<file path="config.mk">
export PLATFORM = sky130hd
export DESIGN_NAME = slist_seq_flat
export DESIGN_NICKNAME = d
export VERILOG_FILES = /design/src/sv/slist_pkg.sv /design/src/sv/slist_if.sv /design/src/sv/slist_seq.sv /design/src/flat_wrapper.sv
export SDC_FILE = /design/constraint.sdc
export NUM_CORES = 1
export LEC_CHECK = 0
export ABC_AREA = 1
export BUFFER_PORTS_ARGS = -buffer_cell sky130_fd_sc_hd__clkbuf_2
export CORE_ASPECT_RATIO = 0.7
export CORE_MARGIN = 4
export CORE_UTILIZATION = 30
export CTS_CLUSTER_DIAMETER = 100
export DETAILED_ROUTE_END_ITERATION = 6
export PLACE_DENSITY = 0.58
export SYNTH_ARGS = -nofsm -noshare
export SYNTH_HDL_FRONTEND = slang
export SYNTH_SLANG_ARGS = --single-unit
export TNS_END_PERCENT = 10
</file>
<file path="constraint.sdc">
create_clock -name clock -period 6.2 [get_ports clock]
set_input_delay 1.24 -clock clock [delete_from_list [all_inputs] [get_ports clock]]
set_output_delay 1.24 -clock clock [all_outputs]
set_load 0.02 [all_outputs]
</file>
<file path="src/sv/slist_pkg.sv">
// Shared constants, codes and types for the sequential list engine.
`default_nettype none

package slist_pkg;

   localparam int CAPACITY = 256;
   localparam int ADDR_W   = (CAPACITY > 1) ? $clog2(CAPACITY) : 1;
   localparam int LEN_W    = $clog2(CAPACITY + 1);
   localparam int KIND_W   = 3;
   localparam int POS_W    = 9;
   localparam int DATA_W   = 32;
   localparam int OUT_W    = 9;
   localparam int CMP_W    = ((LEN_W > POS_W) ? LEN_W : POS_W) + 1;

   typedef enum logic [KIND_W-1:0] {
      KIND_INSERT = 3'd0,
      KIND_APPEND = 3'd1,
      KIND_DELETE = 3'd2,
      KIND_GET    = 3'd3,
      KIND_LOCATE = 3'd4,
      KIND_PRIOR  = 3'd5,
      KIND_NEXT   = 3'd6,
      KIND_CLEAR  = 3'd7
   } kind_type;

   typedef enum logic [2:0] {
      ST_IDLE,
      ST_SHIFT_UP,
      ST_PUT,
      ST_MOVE_DOWN,
      ST_SCAN,
      ST_NEXT,
      ST_DONE
   } state_type;

   typedef struct packed {
      logic                     ok;
      logic signed [DATA_W-1:0] result_value;
      logic [OUT_W-1:0]         found_position;
      logic [OUT_W-1:0]         list_length;
   } res_type;

   typedef struct packed {
      logic              rd_en;
      logic [ADDR_W-1:0] rd_addr;
      logic              wr_en;
      logic [ADDR_W-1:0] wr_addr;
      logic [DATA_W-1:0] wr_data;
   } mem_req_type;

endpackage

`default_nettype wire

</file>
<file path="src/sv/slist_if.sv">
// Request and response channel interfaces with valid/ready handshake.
`default_nettype none

interface slist_req_if;
   import slist_pkg::*;

   logic                     valid;
   logic                     ready;
   logic [KIND_W-1:0]        kind;
   logic [POS_W-1:0]         position;
   logic signed [DATA_W-1:0] value;

   modport source (output valid, kind, position, value, input ready);
   modport sink   (input valid, kind, position, value, output ready);
endinterface


`default_nettype wire

</file>
<file path="src/sv/slist_seq.sv">
// Request sequencer: shifts, reads and scans the list memory one entry a cycle.
`default_nettype none

module slist_seq (
   input  wire logic                   clock,
   input  wire logic                   reset,
   slist_req_if.sink                   req_chan,
   output      logic                   done_valid,
   input  wire logic                   done_take,
   output      slist_pkg::res_type     done_res,
   output      slist_pkg::mem_req_type mem_req,
   input  wire logic [slist_pkg::DATA_W-1:0] mem_rd_data
);
   import slist_pkg::*;

   state_type          state_ff, state_in;
   kind_type           kind_ff, kind_in;
   logic [DATA_W-1:0]  value_ff, value_in;
   logic [LEN_W-1:0]   len_ff, len_in;
   logic [LEN_W-1:0]   idx_ff, idx_in;
   logic [LEN_W-1:0]   ptr_ff, ptr_in;
   logic [LEN_W-1:0]   last_ff, last_in;
   logic               iss_ff, iss_in;
   logic               rd_pend_ff, rd_pend_in;
   logic [LEN_W-1:0]   rd_addr_ff, rd_addr_in;
   logic [DATA_W-1:0]  prev_ff, prev_in;
   logic               ok_ff, ok_in;
   logic [DATA_W-1:0]  rv_ff, rv_in;
   logic [OUT_W-1:0]   fp_ff, fp_in;

   logic               req_take;
   kind_type           req_kind;
   logic [CMP_W-1:0]   pos_x;
   logic [CMP_W-1:0]   len_x;
   logic [CMP_W-1:0]   ins_pos;
   logic               full;

   assign req_take = req_chan.valid && req_chan.ready;
   assign req_kind = kind_type'(req_chan.kind);
   assign pos_x    = CMP_W'(req_chan.position);
   assign len_x    = CMP_W'(len_ff);
   assign full     = (len_ff == LEN_W'(CAPACITY));
   assign ins_pos  = (req_kind == KIND_APPEND) ? (len_x + CMP_W'(1)) : pos_x;

   // next state and datapath
   always_comb begin
      state_in   = state_ff;
      kind_in    = kind_ff;
      value_in   = value_ff;
      len_in     = len_ff;
      idx_in     = idx_ff;
      ptr_in     = ptr_ff;
      last_in    = last_ff;
      iss_in     = iss_ff;
      rd_pend_in = mem_req.rd_en;
      rd_addr_in = ptr_ff;
      prev_in    = prev_ff;
      ok_in      = ok_ff;
      rv_in      = rv_ff;
      fp_in      = fp_ff;

      unique case (state_ff)
         ST_IDLE: begin
            if (req_take) begin
               kind_in  = req_kind;
               value_in = req_chan.value;
               ok_in    = 1'b0;
               rv_in    = '0;
               fp_in    = '0;
               unique case (req_kind)
                  KIND_INSERT, KIND_APPEND: begin
                     if (full || ins_pos == '0 || ins_pos > len_x + CMP_W'(1)) begin
                        state_in = ST_DONE;
                     end else begin
                        idx_in   = LEN_W'(ins_pos - CMP_W'(1));
                        ptr_in   = len_ff - LEN_W'(1);
                        iss_in   = 1'b1;
                        state_in = (LEN_W'(ins_pos - CMP_W'(1)) == len_ff) ? ST_PUT : ST_SHIFT_UP;
                     end
                  end
                  KIND_DELETE, KIND_GET: begin
                     if (pos_x == '0 || pos_x > len_x) begin
                        state_in = ST_DONE;
                     end else begin
                        idx_in   = LEN_W'(pos_x - CMP_W'(1));
                        ptr_in   = LEN_W'(pos_x - CMP_W'(1));
                        last_in  = (req_kind == KIND_DELETE) ? (len_ff - LEN_W'(1))
                                                             : LEN_W'(pos_x - CMP_W'(1));
                        iss_in   = 1'b1;
                        state_in = ST_MOVE_DOWN;
                     end
                  end
                  KIND_LOCATE, KIND_PRIOR, KIND_NEXT: begin
                     if (len_ff == '0) begin
                        state_in = ST_DONE;
                     end else begin
                        ptr_in   = '0;
                        last_in  = len_ff - LEN_W'(1);
                        iss_in   = 1'b1;
                        state_in = ST_SCAN;
                     end
                  end
                  KIND_CLEAR: begin
                     len_in   = '0;
                     ok_in    = 1'b1;
                     state_in = ST_DONE;
                  end
               endcase
            end
         end

         ST_SHIFT_UP: begin
            // walk down from the tail, each entry moves one place up
            if (iss_ff) begin
               if (ptr_ff == idx_ff) begin
                  iss_in = 1'b0;
               end else begin
                  ptr_in = ptr_ff - LEN_W'(1);
               end
            end
            if (!iss_ff && !rd_pend_ff) begin
               state_in = ST_PUT;
            end
         end

         ST_PUT: begin
            len_in   = len_ff + LEN_W'(1);
            ok_in    = 1'b1;
            state_in = ST_DONE;
         end

         ST_MOVE_DOWN: begin
            if (iss_ff) begin
               if (ptr_ff == last_ff) begin
                  iss_in = 1'b0;
               end else begin
                  ptr_in = ptr_ff + LEN_W'(1);
               end
            end
            if (rd_pend_ff && rd_addr_ff == idx_ff) begin
               rv_in = mem_rd_data;
            end
            if (!iss_ff && !rd_pend_ff) begin
               if (kind_ff == KIND_DELETE) begin
                  len_in = len_ff - LEN_W'(1);
               end
               ok_in    = 1'b1;
               state_in = ST_DONE;
            end
         end

         ST_SCAN: begin
            if (iss_ff) begin
               if (ptr_ff == last_ff) begin
                  iss_in = 1'b0;
               end else begin
                  ptr_in = ptr_ff + LEN_W'(1);
               end
            end
            if (rd_pend_ff) begin
               prev_in = mem_rd_data;
               if (mem_rd_data == value_ff) begin
                  priority case (kind_ff)
                     KIND_LOCATE: begin
                        ok_in    = 1'b1;
                        fp_in    = OUT_W'(rd_addr_ff + LEN_W'(1));
                        state_in = ST_DONE;
                     end
                     KIND_PRIOR: begin
                        if (rd_addr_ff != '0) begin
                           ok_in = 1'b1;
                           rv_in = prev_ff;
                        end
                        state_in = ST_DONE;
                     end
                     default: begin
                        // the read of the following entry is already in flight
                        state_in = (rd_addr_ff < last_ff) ? ST_NEXT : ST_DONE;
                     end
                  endcase
               end else if (!iss_ff) begin
                  state_in = ST_DONE;
               end
            end
         end

         ST_NEXT: begin
            ok_in    = 1'b1;
            rv_in    = mem_rd_data;
            state_in = ST_DONE;
         end

         ST_DONE: begin
            if (done_take) begin
               state_in = ST_IDLE;
            end
         end

         default: begin
            state_in = ST_IDLE;
         end
      endcase
   end

   // outputs and memory controls
   always_comb begin
      req_chan.ready  = (state_ff == ST_IDLE);
      done_valid      = (state_ff == ST_DONE);
      mem_req.rd_en   = 1'b0;
      mem_req.rd_addr = ADDR_W'(ptr_ff);
      mem_req.wr_en   = 1'b0;
      mem_req.wr_addr = ADDR_W'(rd_addr_ff + LEN_W'(1));
      mem_req.wr_data = mem_rd_data;

      unique case (state_ff)
         ST_SHIFT_UP: begin
            mem_req.rd_en = iss_ff;
            mem_req.wr_en = rd_pend_ff;
         end
         ST_PUT: begin
            mem_req.wr_en   = 1'b1;
            mem_req.wr_addr = ADDR_W'(idx_ff);
            mem_req.wr_data = value_ff;
         end
         ST_MOVE_DOWN: begin
            mem_req.rd_en   = iss_ff;
            mem_req.wr_en   = rd_pend_ff && (rd_addr_ff != idx_ff);
            mem_req.wr_addr = ADDR_W'(rd_addr_ff - LEN_W'(1));
         end
         ST_SCAN: begin
            mem_req.rd_en = iss_ff;
         end
         default: begin
         end
      endcase
   end

   assign done_res.ok             = ok_ff;
   assign done_res.result_value   = rv_ff;
   assign done_res.found_position = fp_ff;
   assign done_res.list_length    = OUT_W'(len_ff);

   always_ff @(posedge clock) begin
      if (reset) begin
         state_ff   <= ST_IDLE;
         len_ff     <= '0;
         iss_ff     <= 1'b0;
         rd_pend_ff <= 1'b0;
      end else begin
         state_ff   <= state_in;
         len_ff     <= len_in;
         iss_ff     <= iss_in;
         rd_pend_ff <= rd_pend_in;
      end
   end

   always_ff @(posedge clock) begin
      kind_ff    <= kind_in;
      value_ff   <= value_in;
      idx_ff     <= idx_in;
      ptr_ff     <= ptr_in;
      last_ff    <= last_in;
      rd_addr_ff <= rd_addr_in;
      prev_ff    <= prev_in;
      ok_ff      <= ok_in;
      rv_ff      <= rv_in;
      fp_ff      <= fp_in;
   end

endmodule

`default_nettype wire

</file>
<file path="src/flat_wrapper.sv">
// flat-port wrapper written by rule: the top's interface ports become plain ports
module slist_seq_flat import slist_pkg::*;
  (clock, reset, done_valid, done_take, done_res, mem_req, mem_rd_data, req_chan_valid, req_chan_kind, req_chan_position, req_chan_value, req_chan_ready);
  slist_req_if req_chan_i ();
  input  wire logic clock;
  input  wire logic reset;
  output      logic done_valid;
  input  wire logic done_take;
  output      slist_pkg::res_type done_res;
  output      slist_pkg::mem_req_type mem_req;
  input  wire logic [slist_pkg::DATA_W-1:0] mem_rd_data;
  input wire logic [$bits(req_chan_i.valid)-1:0] req_chan_valid;
  input wire logic [$bits(req_chan_i.kind)-1:0] req_chan_kind;
  input wire logic [$bits(req_chan_i.position)-1:0] req_chan_position;
  input wire logic [$bits(req_chan_i.value)-1:0] req_chan_value;
  output wire logic [$bits(req_chan_i.ready)-1:0] req_chan_ready;
  assign req_chan_i.valid = req_chan_valid;
  assign req_chan_i.kind = req_chan_kind;
  assign req_chan_i.position = req_chan_position;
  assign req_chan_i.value = req_chan_value;
  assign req_chan_ready = req_chan_i.ready;
  slist_seq u_core (.clock(clock), .reset(reset), .req_chan(req_chan_i), .done_valid(done_valid), .done_take(done_take), .done_res(done_res), .mem_req(mem_req), .mem_rd_data(mem_rd_data));
endmodule
</file>
==> reports/metrics.yaml, run 1 <==
synthesis:
  ys_top_cells_by_count: "nand2_1 (293), edfxtp_1 (136), inv_1 (110), nor2_1 (73), o21ai_0 (72)"
  ys_types: 50
  yosys_warnings: 0
  synth_top_area_frac: 0.422
  syn-num-nets: 1240
  syn_inst: 1117
  ys_seq_elements: 159
  syn_area_um2: 9680
  synth_area_leaders: "edfxtp_1 (42%), nand2_1 (11%), ha_1 (5.4%)"
  synth_edf_count: 136
  ys_seq_area_frac: 0.469
  async_reset_ff_frac: 0
  yosys.area.top_type: "edfxtp_1"
  yosys_most_used_dff: "edfxtp_1"
  synth_most_common_cell: "nand2_1"
  avgSynthCellArea_um2: 8.67
timing:
  timing.setup.tns_ns: 0
  rsz0062_at_grt: "no"
  tightestPinTransition_ns: 1.22
  drv_slew: 0
  timing.final.ws_setup_ns: 1.53
  hold_violations: 0
  finalSetupViolCount: 0
  fin_crit_sh: 0.754
  skew_ns: 0.0133
  clock.fmax_ghz: 0.214
  period_needed_ns: 4.67
  slew_headroom: 0.182
floorplanning:
  pin_count: 183
  die-height_um: 158
  coreArea_um2: 31500
  initial_core_util: 0.308
  num_rows: 54
  die_area_um2: 35300
  die_w_um: 223
worst_setup_path:
  max_stage_delay_ns: 0.68
  crit_top_cell: "inv_1"
  critPathCaptureType: "output pin"
  path_max_fanout: 18
  critPathKind: "reg -> out"
  slowest_stage: "nor2_1"
  cp-start-kind: "flip-flop"
  r2r.worst_path.cells: 11
  worstPathCellList: "nor2_2 -> inv_1 -> nor2_4 -> nor2_1 -> inv_1 -> a21oi_2 -> inv_1 -> nand2_1 -> inv_1 -> clkbuf_2"
  timing.rr.end: "u_core.rv_ff[13]"
  r2r-start: "u_core.state_ff[2]"
  required_ns: 4.96
  crit_arrival_ns: 3.43
  ff2ff_setup_slack_ns: 1.95
drt:
  drtPass1Iterations: 5
  drt-wirelength-per-cell_um: 18.7
  wirelength_um: 32300
  via_per_inst: 4.94
  post-route-drc-count: 0
  initialDrtViolationCount: 728
  antenna_left: 0
  vias: 8495
clocking:
  cts_resized: 0
  cts_made_buffers: 17
  clock_sinks: 159
  htree_num_levels: 4
  hold_buffers: 0
  clkTransAtPathRegs_ns: 0.07
  cts_tree: "yes"
  cts_setup_buffers: 0
  clk_path_buf_depth: 2
  root_buffer: "clkbuf_16"
  clock_latency_ns: 0.45
grt:
  gr-total-overflow: 0
  grt_pass1_wl_um: 48400
  grt_usage: 0.182
  grt_max_degree: 57
  grt_pass1_vias: 8187
  grt_antenna_before_repair: 2
run_status:
  run_status: "complete, no violations"
place:
  gp_congestion: 0.901
  dp_slack_ns: 1.53
  io_buffers: 182
  dpl.hpwl_um: 24600
finish:
  nets: 1410
  layout-drive-gt1-share: 0.214
  area_growth_pct: 19.6
  final_util: 0.368
worst_hold_path:
  hp-start: "u_core.ptr_ff[8]"
  holdPathEnd: "u_core.rd_addr_ff[8]"
  hold_class: "reg -> reg"
  hold_depth: 0
flow_run:
  cap_violations: 0
power:
  p_per_area_nw_per_um2: 529
  power_leakage_nw: 5.05
  p_total_mw: 6.13
  ir_drop_mv: 0.300
## how the worst max path moves through the flow
stage                             startpoint               end  cells past startpoint
after CTS                 u_core.state_ff[2]       mem_req[49]                     10
after detailed placement     mem_rd_data[24]  u_core.rv_ff[13]                     11
after floorplan              mem_rd_data[22]   u_core.rv_ff[0]                     10
after global placement       mem_rd_data[24]   u_core.rv_ff[9]                     11
final                     u_core.state_ff[2]       mem_req[49]                     10
after global routing      u_core.state_ff[2]       mem_req[49]                     10
## power by group
group	internal (mW)	switching, mW	leakage (nW)
combinational	0.945	2.16	3.29
clock	0.564	0.490	0.282
sequential	1.64	0.328	1.48
total	3.15	2.98	5.05
## stage by stage
| step | area, um^2 | cells | hold slack [ns] |
|---|---|---|---|
| detailed placement | 11000 | 1688 | 0.491 |
| CTS | 11600 | 1720 | 0.506 |
| global route | 11600 | 1721 | 0.512 |
| finish | 11600 | 1721 | 0.499 |
| floorplan | 9680 | 1117 | 0.440 |
| global placement | 11000 | 1688 | 0.480 |
## routing by layer
metal	up-vias	share of wire	GRT usage
met5	-	0.00040	0
met4	2	0.019	0.0566
met3	31	0.087	0.0553
met2	316	0.40	0.250
met1	4016	0.49	0.271
li1	4130	-	-
## critical path: cells and delay by family, from the launching register on
kind	cells	cell delay (ns)
AO/OA/AOI/OAI	1	0.62
buffers and inverters	5	0.77
flip-flops	1	0.55
AND/OR/NAND/NOR	4	1.04
## sequential cells by signal, indices dropped and copies added (netlist names), 9 cells and up
register / count
u_core.prev_ff: 32
u_core.last_ff: 9
u_core.ptr_ff: 9
u_core.fp_ff: 9
u_core.len_ff: 9
u_core.rv_ff: 32
u_core.value_ff: 32
u_core.idx_ff: 9
u_core.rd_addr_ff: 9
## final cells by class
cell class	count	area (um^2)
clock inverter	15	146
timing repair buffer	192	986
inverter	119	447
sequential	159	4540
multi-input combinational	798	4500
clock buffer	17	425
tap	420	526
fill	3274	19900
antenna	1	2.50
## cells in the final DEF, fill, tap and decap left out, types with 32 or more instances in the layout
master / instances
a21oi_1: 32
clkbuf_2: 182
edfxtp_1: 136
ha_1: 42
inv_1: 110
nand2_1: 293
nand3_1: 68
nor2_1: 69
o21ai_0: 71
xor2_1: 36
## cell families (layout without fill, tap and decap cells)
family / Yosys count / after routing / synth area share
multiplexers: 2 / 2 / 0.00207
XOR/XNOR: 64 / 64 / 0.0593
buffers and inverters: 160 / 343 / 0.0702
adder cells (fa/ha/maj): 43 / 43 / 0.0563
AND/OR/NAND/NOR: 521 / 521 / 0.238
AO/OA/AOI/OAI: 168 / 168 / 0.105
other: 0 / 1 / 0
flip-flops: 159 / 159 / 0.469
Note: power is estimated with default switching activity, not from simulation.
==> run 2: changes to the inputs <==
PLACE_DENSITY = 0.6   (was 0.58)
clock period = 3.82 ns   (was 6.2 ns; I/O delays follow)
==> run 2 against run 1 <==
Net effect:
- flip-flop and latch count unchanged
- register-to-register slack lost 1.5 ns
- sequential share of layout area down 0.58 points
- largest power group unchanged
- non-clock buffer count increased by 17
- critical path depth decreased by 1
==> reports/metrics.yaml, run 2 (synthesis gave the netlist of run 1 again) <==
run_status:
  run_status: "complete, no violations"  # unchanged
worst_setup_path:
  required_ns: 3.06  # was 4.96 ns
  cp-start-kind: "flip-flop"  # unchanged
  crit_arrival_ns: 2.66  # was 3.43 ns
  path_max_fanout: 10  # was 18
  critPathKind: "reg -> out"  # unchanged
  critPathCaptureType: "output pin"  # unchanged
finish:
  nFillCells: 3256  # was 3274
  layout-drive-gt1-share: 0.224  # was 0.214
  regArea_um2: 4540  # unchanged
  layout_common_cells: "nand2_1 (293), clkbuf_2 (182), edfxtp_1 (136), inv_1 (109), o21ai_0 (71)"  # was nand2_1 (293), clkbuf_2 (182), edfxtp_1 (136), inv_1 (110), o21ai_0 (71)
  nets: 1427  # was 1410
  final_util: 0.373  # was 0.368
  multi_input_area_um2: 4510  # was 4500 um^2
  layout_commonest_cell: "nand2_1"  # unchanged
  area_growth_pct: 21.4  # was 19.6%
  reg_top3: "u_core.prev_ff (32), u_core.rv_ff (32), u_core.value_ff (32)"  # unchanged
timing:
  clock.fmax_ghz: 0.292
  hold_violations: 0  # unchanged
  timing.final.ws_setup_ns: 0.393  # was 1.53 ns
  rsz0062_at_grt: "no"  # unchanged
  drv_slew: 0  # unchanged
  hold_ws_ns: 0.485  # was 0.499 ns
  period_needed_ns: 3.43
  finalSetupViolCount: 0  # unchanged
  slew_headroom: 0.543  # was 0.182
  skew_ns: 0.0116  # was 0.0133 ns
  fin_crit_sh: 0.897
  tightestPinTransition_ns: 0.683  # was 1.22 ns
power:
  power_leakage_nw: 5.14  # was 5.05 nW
  p_int_mw: 5.28  # was 3.15 mW
  clockPowerShare: 0.175  # was 0.172
  power_frac_seq: 0.313  # was 0.321
  ir_drop_mv: 0.414  # was 0.300 mV
  sw_frac_of_total: 0.478  # was 0.486
  p_per_area_nw_per_um2: 860  # was 529 nW/um^2
  combPwrFrac: 0.512  # was 0.507
  p_sw_mw: 4.84  # was 2.98 mW
grt:
  gr-total-overflow: 0  # unchanged
  grt_usage: 0.183  # was 0.182
  grt_pass1_wl_um: 49100  # was 48400 um
  grt_max_degree: 57  # unchanged
  grt_pass1_vias: 8220  # was 8187
  grt_antenna_before_repair: 4  # was 2
drt:
  drt-wirelength-per-cell_um: 18.7  # about the same
  via_per_inst: 4.91  # was 4.94
  initialDrtViolationCount: 788  # was 728
  wirelength_um: 32500  # was 32300 um
  drtPass1Iterations: 6  # was 5
  vias: 8542  # was 8495
  antenna_left: 0  # unchanged
  post-route-drc-count: 0  # unchanged
floorplanning:
  initial_core_util: 0.308  # unchanged
  pin_count: 183  # unchanged
  die-height_um: 158  # unchanged
  num_rows: 54  # unchanged
  coreArea_um2: 31500  # unchanged
  die_area_um2: 35300  # unchanged
  die_w_um: 223  # unchanged
clocking:
  clock_sinks: 159  # unchanged
  clkTransAtPathRegs_ns: 0.07  # about the same
  root_buffer: "clkbuf_16"  # unchanged
  htree_num_levels: 4  # unchanged
  cts_made_buffers: 17  # unchanged
  hold_buffers: 0  # unchanged
  clock_latency_ns: 0.45  # about the same
  clk_path_buf_depth: 2  # unchanged
  cts_tree: "yes"  # unchanged
place:
  dpl.hpwl_um: 24900  # was 24600 um
  gp_congestion: 0.963  # was 0.901
  io_buffers: 182  # unchanged
  dp_slack_ns: 0.100  # was 1.53 ns
flow_run:
  cap_violations: 0  # unchanged
worst_hold_path:
  hold_class: "in -> reg"  # was reg -> reg
-- run 2: final timing paths --
check	from	endpoint	slack [ns]	cells past startpoint
worst max-delay path	u_core.state_ff[2]	mem_req[35]	0.39	9
worst max register to register	u_core.len_ff[3]	u_core.ptr_ff[8]	0.40	18
worst min register to register	u_core.prev_ff[22]	u_core.rv_ff[22]	0.51	2
worst min-delay path	req_chan_value[0]	u_core.value_ff[0]	0.49	1
-- run 2: repair_timing --
| action | CTS | global route |
|---|---|---|
| gates resized for setup | 0 | 1 |
| buffers inserted | 0 | 2 |
| setup endpoints to repair | 0 | 3 |
-- run 2: cell type report --
cell class	instances	share of cell area
flip-flops and latches	159	0.387
clock buffers	17	0.0362
repair buffers	209	0.0958
clock inverters	15	0.0146
well taps	420	0.0447
inverters	119	0.0383
multi-input cells	798	0.384
diodes	1	0.000213
-- run 2: metal layers --
layer | vias up | share of wire | GRT usage
met1 | 3966 | 0.49 | 0.277
met3 | 39 | 0.085 | 0.0472
li1 | 4162 | - | -
met2 | 369 | 0.40 | 0.255
met5 | - | 0.0014 | 0
met4 | 6 | 0.019 | 0.0560
-- run 2: stage by stage --
step / setup TNS (ns) / instance area [um^2] / power, mW / cells
5_1_grt: 0 / 11800 / 10.8 / 1738
4_1_cts: 0 / 11700 / 10.2 / 1735
3_3_place_gp: 0 / 11100 / 8.32 / 1703
2_1_floorplan: -2.35 / 9690 / 6.47 / 1117
3_5_place_dp: 0 / 11100 / 8.34 / 1703
6_report: 0 / 11800 / 10.1 / 1738
-- run 2: power groups by stage --
stage / Combinational, mW / Sequential [mW] / Clock [mW]
3_3_place_gp: 5.11 / 3.21 / 0
6_report: 5.18 / 3.17 / 1.77
5_1_grt: 5.73 / 3.23 / 1.89
3_5_place_dp: 5.14 / 3.20 / 0
2_1_floorplan: 3.13 / 3.34 / 0
4_1_cts: 5.18 / 3.17 / 1.82
-- run 2: worst max-delay path, stage by stage (launching register included) --
cell and delay, ns:
dfxtp_1 0.42, nor2_2 0.23, inv_1 0.11, nor2_4 0.34
clkinvlp_4 0.18, nand2_1 0.20, inv_1 0.22, a22oi_1 0.21
o21ai_0 0.13, clkbuf_2 0.18
==> run 3: changes to the inputs <==
RECOVER_POWER = 50   (was unset)
==> run 3 against run 2 <==
Net effect:
- critical path depth did not move
- clock skew rose by 0.00056 ns
- largest cell class unchanged
- non-clock buffer count stayed put
- highest routed layer unchanged
- combinational power is 2% lower
==> reports/metrics.yaml, run 3 (synthesis gave the netlist of run 1 again) <==
place:
  dpl.hpwl_um: 24900  # unchanged
  io_buffers: 182  # unchanged
  gp_congestion: 0.963  # unchanged
  dp_slack_ns: 0.100  # unchanged
timing:
  fin_crit_sh: 0.932  # was 0.897
  timing.setup.tns_ns: 0  # unchanged
  finalSetupViolCount: 0  # unchanged
  clock.fmax_ghz: 0.281  # was 0.292 GHz
  hold_violations: 0  # unchanged
  period_needed_ns: 3.56  # was 3.43 ns
  drv_slew: 0  # unchanged
  timing.final.ws_setup_ns: 0.260  # was 0.393 ns
  slew_headroom: 0.0952  # was 0.543
  skew_ns: 0.0122  # was 0.0116 ns
  tightestPinTransition_ns: 1.36  # was 0.683 ns
  rsz0062_at_grt: "no"  # unchanged
clocking:
  clk_path_buf_depth: 2  # unchanged
  clkTransAtPathRegs_ns: 0.07  # about the same
  clock_latency_ns: 0.45  # about the same
  cts_made_buffers: 17  # unchanged
  htree_num_levels: 4  # unchanged
  clock_sinks: 159  # unchanged
  root_buffer: "clkbuf_16"  # unchanged
  cts_tree: "yes"  # unchanged
flow_run:
  cap_violations: 0  # unchanged
worst_setup_path:
  crit_top_cell: "inv_1"  # unchanged
  required_ns: 3.06  # about the same
  slowest_stage: "dfxtp_1"  # unchanged
  critPathKind: "reg -> out"  # unchanged
  crit_family: "simple AND/OR/NAND/NOR gates"  # unchanged
  cp-start-kind: "flip-flop"  # unchanged
  path_max_fanout: 10  # unchanged
  crit_arrival_ns: 2.80  # was 2.66 ns
  critPathCaptureType: "output pin"  # unchanged
  crit_buf_inv: 4  # unchanged
  max_stage_delay_ns: 0.42  # about the same
  r2r.worst_path.cells: 9  # was 18
  worstPathCellList: "nor2_1 -> inv_1 -> nor2_4 -> clkinvlp_2 -> nand2_1 -> inv_1 -> a22oi_1 -> o21ai_0 -> clkbuf_2"  # was nor2_2 -> inv_1 -> nor2_4 -> clkinvlp_4 -> nand2_1 -> inv_1 -> a22oi_1 -> o21ai_0 -> clkbuf_2
  path_depth: 9  # unchanged
power:
  ir_drop_mv: 0.398  # was 0.414 mV
  p_per_area_nw_per_um2: 863  # was 860 nW/um^2
  power_leakage_nw: 4.83  # was 5.14 nW
drt:
  vias: 8471  # was 8542
  via_per_inst: 4.87  # was 4.91
  antenna_left: 0  # unchanged
  wirelength_um: 32500  # about the same
  drt-wirelength-per-cell_um: 18.7  # about the same
  post-route-drc-count: 0  # unchanged
  drtPass1Iterations: 5  # was 6
  initialDrtViolationCount: 800  # was 788
finish:
  layout-drive-gt1-share: 0.143  # was 0.224
  area_growth_pct: 19.7  # was 21.4%
  reg_top3: "u_core.prev_ff (32), u_core.rv_ff (32), u_core.value_ff (32)"  # unchanged
  nets: 1427  # unchanged
  layout_common_cells: "nand2_1 (293), edfxtp_1 (136), inv_1 (111), clkbuf_1 (100), clkbuf_2 (88)"  # was nand2_1 (293), clkbuf_2 (182), edfxtp_1 (136), inv_1 (109), o21ai_0 (71)
  final_util: 0.368  # was 0.373
  layout_commonest_cell: "nand2_1"  # unchanged
worst_hold_path:
  hold_class: "in -> reg"  # unchanged
  hold_depth: 1  # unchanged
grt:
  grt_antenna_before_repair: 4  # unchanged
  grt_pass1_vias: 8220  # unchanged
  grt_max_degree: 57  # unchanged
  grt_usage: 0.183  # unchanged
  gr-total-overflow: 0  # unchanged
  grt_pass1_wl_um: 49100  # unchanged
floorplanning:
  initial_core_util: 0.308  # unchanged
  die_area_um2: 35300  # unchanged
  num_rows: 54  # unchanged
  die_w_um: 223  # unchanged
  pin_count: 183  # unchanged
  coreArea_um2: 31500  # unchanged
  die-height_um: 158  # unchanged
run_status:
  run_status: "complete, no violations"  # unchanged
-- run 3: cell count changes in the layout (fill, tap and decap cells not counted), sizes merged --
cell	previous run	this run
buf	27	21
clkbuf	199	205
-- run 3: path summary, 6_finish.rpt --
path / from / slack (ns) / to
min reg2reg: u_core.prev_ff[22] / 0.51 / u_core.rv_ff[22]
max: u_core.state_ff[2] / 0.26 / mem_req[35]
max reg2reg: u_core.state_ff[2] / 0.34 / u_core.rv_ff[30]
min: req_chan_value[0] / 0.48 / u_core.value_ff[0]
-- run 3: cell type report --
class,count,area [um^2]
Tap cell,420,526
Clock inverter,15,171
Timing Repair Buffer,209,986
Fill cell,3300,19900
Sequential cell,159,4540
Clock buffer,17,425
Antenna cell,1,2.50
Inverter,119,448
Multi-Input combinational cell,798,4490
-- run 3: timing repair --
action | CTS | global route
resized for setup | 0 | 1
hold buffers | 0 | 0
endpoints found under the hold margin | 0 | 0
endpoints found under the setup margin | 0 | 3
buffers inserted | 0 | 2
-- run 3: worst reg2reg max path: stages, from the launching register on --
cell	delay [ns]
dfxtp_1	0.55
inv_1	0.13
nor2_1	0.19
clkbuf_2	0.83
inv_1	0.50
o21ai_0	0.52
inv_1	0.09
nand2_1	0.15
nor3b_4	0.07
buf_12	0.18
-- run 3: metal layers --
layer,track usage,share of wire,up-vias
met5,0,0.0014,-
met4,0.0560,0.020,6
met3,0.0472,0.081,45
met2,0.255,0.40,349
met1,0.277,0.50,3910
li1,-,-,4161
-- run 3: where the power goes --
group | total (mW) | internal (mW) | switching (mW)
Sequential | 3.17 | 2.67 | 0.502
Combinational | 5.06 | 1.53 | 3.53
Clock | 1.77 | 0.984 | 0.786
-- run 3: per-stage QoR --
stage          hold WS (ns)  power (mW)  instances  instance area, um^2
2_1_floorplan         0.440        6.47       1117                 9690
3_3_place_gp          0.480        8.32       1703                11100
3_5_place_dp          0.478        8.34       1703                11100
4_1_cts               0.454        10.2       1735                11700
5_1_grt               0.461        10.7       1738                11600
6_report              0.482        10.0       1738                11600
